File: src/hdl/rppw_pkg.sv
// ============================================================================
// rppw_pkg
// Types and constants shared by the rotated pixel plane writer.
// ============================================================================
package rppw_pkg;

    localparam int unsigned COORD_W = 12;
    localparam int unsigned CFG_W   = 11;
    localparam int unsigned ADDR_W  = 17;
    localparam int unsigned MASK_W  = 8;
    localparam int unsigned AXIS_W  = 11;  // rotated coordinate, always below 2048
    localparam int unsigned WIDE_W  = 12;  // effective width, up to 2048

    typedef enum logic [1:0] {
        CFG_ROTATION     = 2'd0,
        CFG_PANEL_WIDTH  = 2'd1,
        CFG_PANEL_HEIGHT = 2'd2,
        CFG_UNUSED       = 2'd3
    } t_cfg_index;

    typedef enum logic [1:0] {
        ROT_0   = 2'd0,
        ROT_90  = 2'd1,
        ROT_180 = 2'd2,
        ROT_270 = 2'd3
    } t_rot;

    typedef enum logic [1:0] {
        COLOR_WHITE  = 2'd0,
        COLOR_BLACK  = 2'd1,
        COLOR_RED    = 2'd2,
        COLOR_IGNORE = 2'd3
    } t_color;

    typedef struct packed {
        logic              keep;
        logic [AXIS_W-1:0] ax;
        logic [AXIS_W-1:0] ay;
        logic              bw;
        logic              red;
    } t_pix_map;

endpackage

File: src/hdl/rppw_if.sv
// ============================================================================
// rppw_if
// Request and result channels of the rotated pixel plane writer.
// ============================================================================
interface rppw_in_if;
    logic                valid;
    logic                ready;
    logic signed [11:0]  x_coord;
    logic signed [11:0]  y_coord;
    logic [1:0]          pixel_color;

    modport source (output valid, output x_coord, output y_coord, output pixel_color,
                    input ready);
    modport sink   (input valid, input x_coord, input y_coord, input pixel_color,
                    output ready);
endinterface

interface rppw_out_if;
    logic        valid;
    logic        ready;
    logic [16:0] byte_address;
    logic [7:0]  bit_mask;
    logic        bw_bit;
    logic        red_bit;

    modport source (output valid, output byte_address, output bit_mask, output bw_bit,
                    output red_bit, input ready);
    modport sink   (input valid, input byte_address, input bit_mask, input bw_bit,
                    input red_bit, output ready);
endinterface

File: src/hdl/rppw_map.sv
// ============================================================================
// rppw_map
// Clips a logical pixel against the rotated panel and maps it to physical
// frame buffer coordinates and plane bit values.
// ============================================================================
module rppw_map (
    input  rppw_pkg::t_rot                    i_rot,
    input  logic [rppw_pkg::WIDE_W-1:0]       i_w,
    input  logic [rppw_pkg::CFG_W-1:0]        i_h,
    input  logic signed [rppw_pkg::COORD_W-1:0] i_x,
    input  logic signed [rppw_pkg::COORD_W-1:0] i_y,
    input  logic [1:0]                        i_color,
    output rppw_pkg::t_pix_map                o_map
);
    import rppw_pkg::*;

    logic [WIDE_W-1:0] xm;
    logic [WIDE_W-1:0] ym;
    logic [WIDE_W-1:0] hw;
    logic [WIDE_W-1:0] lim_x;
    logic [WIDE_W-1:0] lim_y;
    logic [WIDE_W-1:0] ax;
    logic [WIDE_W-1:0] ay;
    logic              inside_panel;
    logic              color_ok;
    logic              bw;
    logic              red;

    assign xm = {1'b0, i_x[COORD_W-2:0]};
    assign ym = {1'b0, i_y[COORD_W-2:0]};
    assign hw = {1'b0, i_h};

    // Quarter turns swap the roles of width and height for the clip limits.
    assign lim_x = (i_rot == ROT_0 || i_rot == ROT_180) ? i_w : hw;
    assign lim_y = (i_rot == ROT_0 || i_rot == ROT_180) ? hw : i_w;

    assign inside_panel = !i_x[COORD_W-1] && !i_y[COORD_W-1] && (xm < lim_x) && (ym < lim_y);

    always_comb begin
        unique case (i_rot)
            ROT_0: begin
                ax = xm;
                ay = ym;
            end
            ROT_90: begin
                ax = i_w - 12'd1 - ym;
                ay = xm;
            end
            ROT_180: begin
                ax = i_w - 12'd1 - xm;
                ay = hw - 12'd1 - ym;
            end
            ROT_270: begin
                ax = ym;
                ay = hw - 12'd1 - xm;
            end
            default: begin
                ax = xm;
                ay = ym;
            end
        endcase
    end

    always_comb begin
        unique case (t_color'(i_color))
            COLOR_WHITE: begin
                color_ok = 1'b1;
                bw       = 1'b1;
                red      = 1'b0;
            end
            COLOR_BLACK: begin
                color_ok = 1'b1;
                bw       = 1'b0;
                red      = 1'b0;
            end
            COLOR_RED: begin
                color_ok = 1'b1;
                bw       = 1'b1;
                red      = 1'b1;
            end
            default: begin
                color_ok = 1'b0;
                bw       = 1'b0;
                red      = 1'b0;
            end
        endcase
    end

    assign o_map.keep = inside_panel && color_ok;
    assign o_map.ax   = ax[AXIS_W-1:0];
    assign o_map.ay   = ay[AXIS_W-1:0];
    assign o_map.bw   = bw;
    assign o_map.red  = red;

endmodule

File: src/hdl/rotated_pixel_plane_writer.sv
// ============================================================================
// rotated_pixel_plane_writer
// Maps pixel plot requests to byte address and bit mask of a packed
// 1-bit-per-pixel frame buffer, with rotation and clipping.
// ============================================================================
// Takes one pixel request per clock through a two-register pipeline: the
// input register, then rotation, clipping and the address multiply-add into
// the result register, which a request reaches when the pipeline next
// advances. The whole pipeline advances whenever the result register is
// empty or being taken, so the sustained rate is one request per cycle while
// the receiver keeps taking results. Clipped pixels and the ignored color produce no result.
// Width and height are clamped to MAX_DIM and the width is rounded up to a
// multiple of 8 when the register is written.
// Configuration must only be written while no request is in flight.
module rotated_pixel_plane_writer #(
    parameter int unsigned MAX_DIM = 1024
) (
    input  logic                        i_clk,
    input  logic                        i_rst_n,
    input  logic                        i_cfg_we,
    input  logic [1:0]                  i_cfg_index,
    input  logic [rppw_pkg::CFG_W-1:0]  i_cfg_data,
    rppw_in_if.sink                     i_pix,
    rppw_out_if.source                  o_res
);
    import rppw_pkg::*;

    localparam logic [CFG_W+1:0] MAX_DIM_C = (CFG_W+2)'(MAX_DIM);

    function automatic logic [CFG_W-1:0] clamp_dim(input logic [CFG_W-1:0] v);
        logic [CFG_W-1:0] c;
        c = v;
        if ({2'b00, v} > MAX_DIM_C) begin
            c = MAX_DIM_C[CFG_W-1:0];
        end
        return c;
    endfunction

    function automatic logic [WIDE_W-1:0] eff_width(input logic [CFG_W-1:0] v);
        logic [WIDE_W-1:0] s;
        s = {1'b0, clamp_dim(v)} + 12'd7;
        return {s[WIDE_W-1:3], 3'b000};
    endfunction

    // Configuration, stored in its effective form.
    t_rot              r_rot;
    logic [WIDE_W-1:0] r_w;
    logic [CFG_W-1:0]  r_h;

    // Pipeline registers.
    logic                      r_s1_valid;
    logic signed [COORD_W-1:0] r_s1_x;
    logic signed [COORD_W-1:0] r_s1_y;
    logic [1:0]                r_s1_color;
    logic                      r_out_valid;
    logic [ADDR_W-1:0]         r_out_addr;
    logic [MASK_W-1:0]         r_out_mask;
    logic                      r_out_bw;
    logic                      r_out_red;

    logic                      advance;
    t_pix_map                  n_map;
    logic [22:0]               n_sum;

    assign advance   = !r_out_valid || o_res.ready;
    assign i_pix.ready = advance;

    always_ff @(posedge i_clk) begin
        if (!i_rst_n) begin
            r_rot <= ROT_0;
            r_w   <= eff_width(11'd128);
            r_h   <= clamp_dim(11'd296);
        end else if (i_cfg_we) begin
            unique case (t_cfg_index'(i_cfg_index))
                CFG_ROTATION:     r_rot <= t_rot'(i_cfg_data[1:0]);
                CFG_PANEL_WIDTH:  r_w   <= eff_width(i_cfg_data);
                CFG_PANEL_HEIGHT: r_h   <= clamp_dim(i_cfg_data);
                default: ;
            endcase
        end
    end

    rppw_map u_map (
        .i_rot   (r_rot),
        .i_w     (r_w),
        .i_h     (r_h),
        .i_x     (r_s1_x),
        .i_y     (r_s1_y),
        .i_color (r_s1_color),
        .o_map   (n_map)
    );

    // The product stays below 2^22, so the sum fits in 23 bits before the shift.
    assign n_sum = 23'(n_map.ay * r_w) + 23'(n_map.ax);

    always_ff @(posedge i_clk) begin
        if (!i_rst_n) begin
            r_s1_valid  <= 1'b0;
            r_out_valid <= 1'b0;
        end else if (advance) begin
            r_s1_valid  <= i_pix.valid;
            r_out_valid <= r_s1_valid && n_map.keep;
        end
    end

    always_ff @(posedge i_clk) begin
        if (advance) begin
            r_s1_x     <= i_pix.x_coord;
            r_s1_y     <= i_pix.y_coord;
            r_s1_color <= i_pix.pixel_color;
            r_out_addr <= n_sum[ADDR_W+2:3];
            r_out_mask <= 8'h80 >> n_map.ax[2:0];
            r_out_bw   <= n_map.bw;
            r_out_red  <= n_map.red;
        end
    end

    assign o_res.valid        = r_out_valid;
    assign o_res.byte_address = r_out_addr;
    assign o_res.bit_mask     = r_out_mask;
    assign o_res.bw_bit       = r_out_bw;
    assign o_res.red_bit      = r_out_red;

endmodule

File: src/flat_wrapper.sv
// flat-port wrapper written by rule: the top's interface ports become plain ports
module rotated_pixel_plane_writer_flat import rppw_pkg::*;
#(
    parameter int unsigned MAX_DIM = 1024
)
  (i_clk, i_rst_n, i_cfg_we, i_cfg_index, i_cfg_data, i_pix_valid, i_pix_x_coord, i_pix_y_coord, i_pix_pixel_color, i_pix_ready, o_res_valid, o_res_byte_address, o_res_bit_mask, o_res_bw_bit, o_res_red_bit, o_res_ready);
  rppw_in_if i_pix_i ();
  rppw_out_if o_res_i ();
  input  logic i_clk;
  input  logic i_rst_n;
  input  logic i_cfg_we;
  input  logic [1:0] i_cfg_index;
  input  logic [rppw_pkg::CFG_W-1:0] i_cfg_data;
  input wire logic [$bits(i_pix_i.valid)-1:0] i_pix_valid;
  input wire logic [$bits(i_pix_i.x_coord)-1:0] i_pix_x_coord;
  input wire logic [$bits(i_pix_i.y_coord)-1:0] i_pix_y_coord;
  input wire logic [$bits(i_pix_i.pixel_color)-1:0] i_pix_pixel_color;
  output wire logic [$bits(i_pix_i.ready)-1:0] i_pix_ready;
  output wire logic [$bits(o_res_i.valid)-1:0] o_res_valid;
  output wire logic [$bits(o_res_i.byte_address)-1:0] o_res_byte_address;
  output wire logic [$bits(o_res_i.bit_mask)-1:0] o_res_bit_mask;
  output wire logic [$bits(o_res_i.bw_bit)-1:0] o_res_bw_bit;
  output wire logic [$bits(o_res_i.red_bit)-1:0] o_res_red_bit;
  input wire logic [$bits(o_res_i.ready)-1:0] o_res_ready;
  assign i_pix_i.valid = i_pix_valid;
  assign i_pix_i.x_coord = i_pix_x_coord;
  assign i_pix_i.y_coord = i_pix_y_coord;
  assign i_pix_i.pixel_color = i_pix_pixel_color;
  assign i_pix_ready = i_pix_i.ready;
  assign o_res_valid = o_res_i.valid;
  assign o_res_byte_address = o_res_i.byte_address;
  assign o_res_bit_mask = o_res_i.bit_mask;
  assign o_res_bw_bit = o_res_i.bw_bit;
  assign o_res_red_bit = o_res_i.red_bit;
  assign o_res_i.ready = o_res_ready;
  rotated_pixel_plane_writer #(.MAX_DIM(MAX_DIM)) u_core (.i_clk(i_clk), .i_rst_n(i_rst_n), .i_cfg_we(i_cfg_we), .i_cfg_index(i_cfg_index), .i_cfg_data(i_cfg_data), .i_pix(i_pix_i), .o_res(o_res_i));
endmodule
File: config.mk
export PLATFORM = sky130hd
export DESIGN_NAME = rotated_pixel_plane_writer_flat
export DESIGN_NICKNAME = d
export VERILOG_FILES = /design/src/hdl/rppw_pkg.sv /design/src/hdl/rppw_if.sv /design/src/hdl/rppw_map.sv /design/src/hdl/rotated_pixel_plane_writer.sv /design/src/flat_wrapper.sv
export SDC_FILE = /design/constraint.sdc
export NUM_CORES = 1
export LEC_CHECK = 0
export BUFFER_PORTS_ARGS = -buffer_cell sky130_fd_sc_hd__buf_2
export CELL_PAD_IN_SITES_DETAIL_PLACEMENT = 1
export CELL_PAD_IN_SITES_GLOBAL_PLACEMENT = 1
export CORE_MARGIN = 2
export CORE_UTILIZATION = 48
export CTS_CLUSTER_SIZE = 10
export DETAILED_ROUTE_END_ITERATION = 12
export PLACE_DENSITY = 0.83
export RECOVER_POWER = 100
export SLEW_MARGIN = 20
export SYNTH_ARGS = -nofsm -noshare
export SYNTH_HDL_FRONTEND = slang
export SYNTH_SLANG_ARGS = --single-unit
File: constraint.sdc
create_clock -name i_clk -period 9.7 [get_ports i_clk]
set_input_delay 2.91 -clock i_clk [delete_from_list [all_inputs] [get_ports i_clk]]
set_output_delay 2.91 -clock i_clk [all_outputs]
set_load 0.01 [all_outputs]
==> run_summary.xml <==
<?xml version="1.0" encoding="UTF-8"?>
<metrics>
  <group name="outcome">
    <metric name="status" unit="">finished with violations</metric>
    <metric name="violations_in_the_final_reports" unit="">max-capacitance violations, max-slew violations</metric>
  </group>
  <group name="synthesis">
    <metric name="post_synth_num_cell_types" unit="">65</metric>
    <metric name="post_synth_instance_area" unit="µm²">8388</metric>
    <metric name="synth.yosys.warnings" unit="">0</metric>
    <metric name="synth_area_per_cell" unit="µm²">9.177</metric>
    <metric name="synth_nets" unit="">1103</metric>
    <metric name="yosys_most_used_dff" unit="">sky130_fd_sc_hd__edfxtp_1</metric>
    <metric name="synth_enable_flop_cells" unit="">53</metric>
    <metric name="yosysSeqAreaShare" unit="">0.2470</metric>
    <metric name="ys_seq_elements" unit="">77</metric>
    <metric name="proportion_of_register_bits_with_asynchronous_set_or_reset_after_synthesis" unit="">0</metric>
    <metric name="synthesized_instance_count" unit="">914</metric>
  </group>
  <group name="cells_and_area">
    <metric name="area_growth_syn_to_layout" unit="%">9.084</metric>
    <metric name="insertedDiodeCount" unit="">0</metric>
    <metric name="fin_util" unit="">0.5327</metric>
    <metric name="post_route_cells_drive_above_1_share" unit="">0.07495</metric>
    <metric name="final_cell_area" unit="µm²">9150</metric>
    <metric name="final-instance-count-excl-fill" unit="">1199</metric>
    <metric name="fill_cells" unit="">2066</metric>
    <metric name="nets" unit="">1158</metric>
  </group>
  <group name="clock_network">
    <metric name="cts_tree" unit="">done</metric>
    <metric name="insertion_delay_to_the_later_sink_of_the_worst_skew_pair" unit="ns">0.36</metric>
    <metric name="h-tree-depth" unit="">3</metric>
    <metric name="cts_hold_buffers" unit="">0</metric>
    <metric name="cts_setup_buffers" unit="">0</metric>
    <metric name="inserted_clock_buffers" unit="">9</metric>
    <metric name="root_buffer" unit="">sky130_fd_sc_hd__clkbuf_16</metric>
    <metric name="cts.sinks" unit="">77</metric>
    <metric name="cts_max_path_buffers" unit="">2</metric>
    <metric name="path_clk_slew" unit="ns">0.07</metric>
    <metric name="cts-resized-gates" unit="">0</metric>
  </group>
  <group name="die">
    <metric name="floorplan.initialDensity" unit="">0.4883</metric>
    <metric name="design.die.area" unit="µm²">18550</metric>
    <metric name="die_span_in_x" unit="µm">136.2</metric>
    <metric name="fp-row-count" unit="">48</metric>
    <metric name="floorplan.die.height" unit="µm">136.2</metric>
    <metric name="fp.coreArea" unit="µm²">17180</metric>
    <metric name="top_level_ports" unit="">73</metric>
  </group>
  <group name="timing">
    <metric name="slew_violations" unit="">57</metric>
    <metric name="worst_tran_pin_value" unit="ns">3.383</metric>
    <metric name="setup_violations" unit="">0</metric>
    <metric name="holdWs" unit="ns">0.5102</metric>
    <metric name="fin_crit_sh" unit="">0.9108</metric>
    <metric name="max_transition_margin" unit="">-1.256</metric>
    <metric name="setup_repair_after_global_routing_missed_its_margin" unit="">no</metric>
    <metric name="skew" unit="ns">0.009222</metric>
    <metric name="finalCriticalPeriod" unit="ns">8.835</metric>
    <metric name="hold_violations" unit="">0</metric>
    <metric name="timing.setup.tns" unit="ns">0</metric>
    <metric name="clock.fmax" unit="MHz">113.2</metric>
  </group>
  <group name="route">
    <metric name="drt_drc_violations_left" unit="">0</metric>
    <metric name="postRouteWirelength" unit="µm">23100</metric>
    <metric name="detail_route.first_pass.iterations" unit="">4</metric>
    <metric name="drt-initial-drc-count" unit="">258</metric>
    <metric name="num_vias" unit="">6832</metric>
    <metric name="routedWlPerCell" unit="µm">19.26</metric>
    <metric name="drtAntennaViolNets" unit="">0</metric>
    <metric name="via_per_inst" unit="">5.698</metric>
  </group>
  <group name="setup_path">
    <metric name="worst_r2r_path_depth" unit="">25</metric>
    <metric name="worst_ep_arrival_time" unit="ns">8.93</metric>
    <metric name="worst_ep_required_time" unit="ns">9.80</metric>
    <metric name="criticalPathCategory" unit="">register to register</metric>
    <metric name="timing.critical_path.from_type" unit="">register</metric>
    <metric name="endpoint" unit="">u_core.o_res.byte_address[16]</metric>
    <metric name="critical_path_peak_fanout" unit="">29</metric>
    <metric name="r2r_setup_slack" unit="ns">0.87</metric>
    <metric name="worst_r2r_endpoint" unit="">u_core.o_res.byte_address[16]</metric>
    <metric name="crit_path_end_kind" unit="">register</metric>
    <metric name="critPathLaunch" unit="">u_core.r_rot[0]</metric>
    <metric name="critical_path.reg2reg.startpoint" unit="">u_core.r_rot[0]</metric>
  </group>
  <group name="global_route">
    <metric name="grt_pass1_vias" unit="">7401</metric>
    <metric name="grt.busiest_layer" unit="">met2</metric>
    <metric name="globalRouteMet1Util" unit="">0.3283</metric>
    <metric name="global_route.usage.met2" unit="">0.4721</metric>
    <metric name="grt_use_met3" unit="">0.02983</metric>
    <metric name="maximum_number_of_pins_on_one_net_before_global_route_repair" unit="">57</metric>
    <metric name="grt_pass1_wl" unit="µm">37760</metric>
    <metric name="grt_use_total" unit="">0.2644</metric>
    <metric name="grt_overflow" unit="">0</metric>
    <metric name="grt_antenna_before_repair" unit="">0</metric>
  </group>
  <group name="run">
    <metric name="max-cap-violations" unit="">1</metric>
  </group>
  <group name="place">
    <metric name="place.port_buffers" unit="">72</metric>
    <metric name="place.detailed.hpwl" unit="µm">17370</metric>
    <metric name="placed_cells_incl_taps" unit="">1183</metric>
    <metric name="place_area" unit="µm²">8926</metric>
    <metric name="place.gp.congestion" unit="">0.8597</metric>
  </group>
  <group name="pwr">
    <metric name="ir_drop" unit="µV">84.80</metric>
    <metric name="power.leakage" unit="nW">3.974</metric>
    <metric name="power.density" unit="nW/µm²">135.4</metric>
  </group>
  <group name="worst_hold_path">
    <metric name="min_path_type" unit="">register to register</metric>
  </group>
</metrics>
## sequential cells by signal (all words and copies together), names as in the netlist
name,count
u_core.o_res.bit_mask,8
u_core.o_res.bw_bit,1
u_core.o_res.byte_address,17
u_core.o_res.red_bit,1
u_core.o_res.valid,1
u_core.r_h,11
u_core.r_rot,2
u_core.r_s1_color,2
u_core.r_s1_valid,1
u_core.r_s1_x,12
u_core.r_s1_y,12
u_core.r_w,9
## layout make-up
cell class | instances | area [µm²] | share of cell area
flip-flops and latches | 77 | 2072 | 0.2264
multi-input cells | 686 | 5710 | 0.6241
inverters | 118 | 442.9 | 0.04841
clock buffers | 9 | 225.2 | 0.02461
repair buffers | 77 | 350.3 | 0.03829
clock inverters | 7 | 67.56 | 0.007384
well taps | 225 | 281.5 | 0.03077
## how the worst min path moves through the flow
stage / startpoint / endpoint / slack, ns / cells after the start
2_1_floorplan: u_core.r_w[6] / u_core.r_w[6] / 0.46 / 2
3_3_place_gp: u_core.r_s1_valid / u_core.r_s1_valid / 0.48 / 2
3_5_place_dp: u_core.r_s1_valid / u_core.r_s1_valid / 0.49 / 2
4_1_cts: u_core.r_s1_valid / u_core.r_s1_valid / 0.51 / 2
5_1_grt: u_core.r_s1_valid / u_core.r_s1_valid / 0.55 / 2
6_report: u_core.r_s1_valid / u_core.r_s1_valid / 0.51 / 2
## placed cells by master, fill, tap and decap left out, types with 7 or more instances in the layout
cell type and instances:
sky130_fd_sc_hd__o21a_1 15, sky130_fd_sc_hd__and2_1 40, sky130_fd_sc_hd__a21oi_1 47, sky130_fd_sc_hd__xor2_1 16, sky130_fd_sc_hd__clkbuf_16 9, sky130_fd_sc_hd__ha_1 81, sky130_fd_sc_hd__nor2_1 59, sky130_fd_sc_hd__dfxtp_1 24
sky130_fd_sc_hd__inv_1 117, sky130_fd_sc_hd__buf_2 40, sky130_fd_sc_hd__nor3_1 16, sky130_fd_sc_hd__o211ai_1 7, sky130_fd_sc_hd__o21ai_0 25, sky130_fd_sc_hd__xnor2_1 40, sky130_fd_sc_hd__mux2i_1 38, sky130_fd_sc_hd__nand2b_1 11
sky130_fd_sc_hd__clkbuf_1 34, sky130_fd_sc_hd__nor3b_1 12, sky130_fd_sc_hd__a21o_1 12, sky130_fd_sc_hd__edfxtp_1 53, sky130_fd_sc_hd__nand2_1 84, sky130_fd_sc_hd__fa_1 64, sky130_fd_sc_hd__nand3_1 14
## metal layers
layer | share of wire | vias up | wire length, µm
li1 | - | 3236 | -
met3 | 0.038 | 37 | 875
met2 | 0.51 | 157 | 11690
met5 | 0 | - | 0
met1 | 0.43 | 3402 | 9935
met4 | 0.026 | 0 | 599
## synthesized netlist by cell type (5+ instances only)
cell,count,area [µm²]
sky130_fd_sc_hd__a21o_1,12,90.09
sky130_fd_sc_hd__xnor2_1,40,350.3
sky130_fd_sc_hd__edfxtp_1,53,1592
sky130_fd_sc_hd__nor4_1,5,31.28
sky130_fd_sc_hd__nand3_1,14,70.07
sky130_fd_sc_hd__o211ai_1,7,52.55
sky130_fd_sc_hd__xor2_1,16,140.1
sky130_fd_sc_hd__nand4_1,5,31.28
sky130_fd_sc_hd__dfxtp_1,24,480.5
sky130_fd_sc_hd__a22oi_1,6,45.04
sky130_fd_sc_hd__a31oi_1,6,37.54
sky130_fd_sc_hd__nor2b_1,6,37.54
sky130_fd_sc_hd__clkbuf_1,25,93.84
sky130_fd_sc_hd__and2_1,43,269.0
sky130_fd_sc_hd__nand2b_1,12,75.07
sky130_fd_sc_hd__o21ai_0,25,125.1
sky130_fd_sc_hd__mux2i_1,38,380.4
sky130_fd_sc_hd__nand2_1,84,315.3
sky130_fd_sc_hd__nor3b_1,12,90.09
sky130_fd_sc_hd__fa_1,64,1281
sky130_fd_sc_hd__nor3_1,16,80.08
sky130_fd_sc_hd__a211oi_1,5,37.54
sky130_fd_sc_hd__ha_1,81,1013
sky130_fd_sc_hd__a221oi_1,6,52.55
sky130_fd_sc_hd__a21oi_1,47,235.2
sky130_fd_sc_hd__inv_1,117,439.2
sky130_fd_sc_hd__nor2_1,59,221.5
sky130_fd_sc_hd__o311ai_0,6,52.55
sky130_fd_sc_hd__o21a_1,15,112.6
## logic make-up after synthesis
| kind of cell | Yosys count | share of synthesized area |
|---|---|---|
| mux | 40 | 0.04803 |
| simple gates | 277 | 0.1671 |
| buf+inv | 151 | 0.06996 |
| compound gates | 167 | 0.1332 |
| flops | 77 | 0.2470 |
| xor+xnor | 57 | 0.06116 |
| fa+ha+maj | 145 | 0.2736 |
## critical path, cell delays in order, from the launching register on
cell                       delay (ns)
sky130_fd_sc_hd__dfxtp_1         0.32
sky130_fd_sc_hd__buf_4           0.23
sky130_fd_sc_hd__inv_1           0.24
sky130_fd_sc_hd__ha_1            0.19
sky130_fd_sc_hd__clkbuf_1        0.94
sky130_fd_sc_hd__inv_1           0.71
sky130_fd_sc_hd__o311a_1         0.27
sky130_fd_sc_hd__a21oi_1         0.62
sky130_fd_sc_hd__nand2_1         0.15
sky130_fd_sc_hd__fa_1            0.50
sky130_fd_sc_hd__fa_1            0.54
sky130_fd_sc_hd__inv_1           0.06
sky130_fd_sc_hd__fa_1            0.56
sky130_fd_sc_hd__inv_1           0.06
sky130_fd_sc_hd__fa_1            0.53
sky130_fd_sc_hd__inv_1           0.04
sky130_fd_sc_hd__ha_1            0.39
sky130_fd_sc_hd__inv_1           0.11
sky130_fd_sc_hd__or4_1           0.51
sky130_fd_sc_hd__o311a_2         0.18
sky130_fd_sc_hd__nor2_4          0.15
sky130_fd_sc_hd__nand4b_1        0.19
sky130_fd_sc_hd__nor4_1          0.45
sky130_fd_sc_hd__xnor2_1         0.15
sky130_fd_sc_hd__xnor2_1         0.20
sky130_fd_sc_hd__xnor3_1         0.26
## metrics by stage
stage,power (mW),setup slack (ns)
2_1_floorplan,0.7740,1.451
3_3_place_gp,0.8828,1.592
3_5_place_dp,0.9075,1.255
4_1_cts,1.260,1.173
5_1_grt,1.316,0.2964
6_report,1.239,0.8651
## where the power goes
group / leakage (nW) / switching [mW] / internal (mW)
sequential: 0.771 / 0.0275 / 0.401
clock: 0.145 / 0.165 / 0.180
combinational: 3.06 / 0.277 / 0.187
Note: power is estimated with default switching activity, not from simulation.
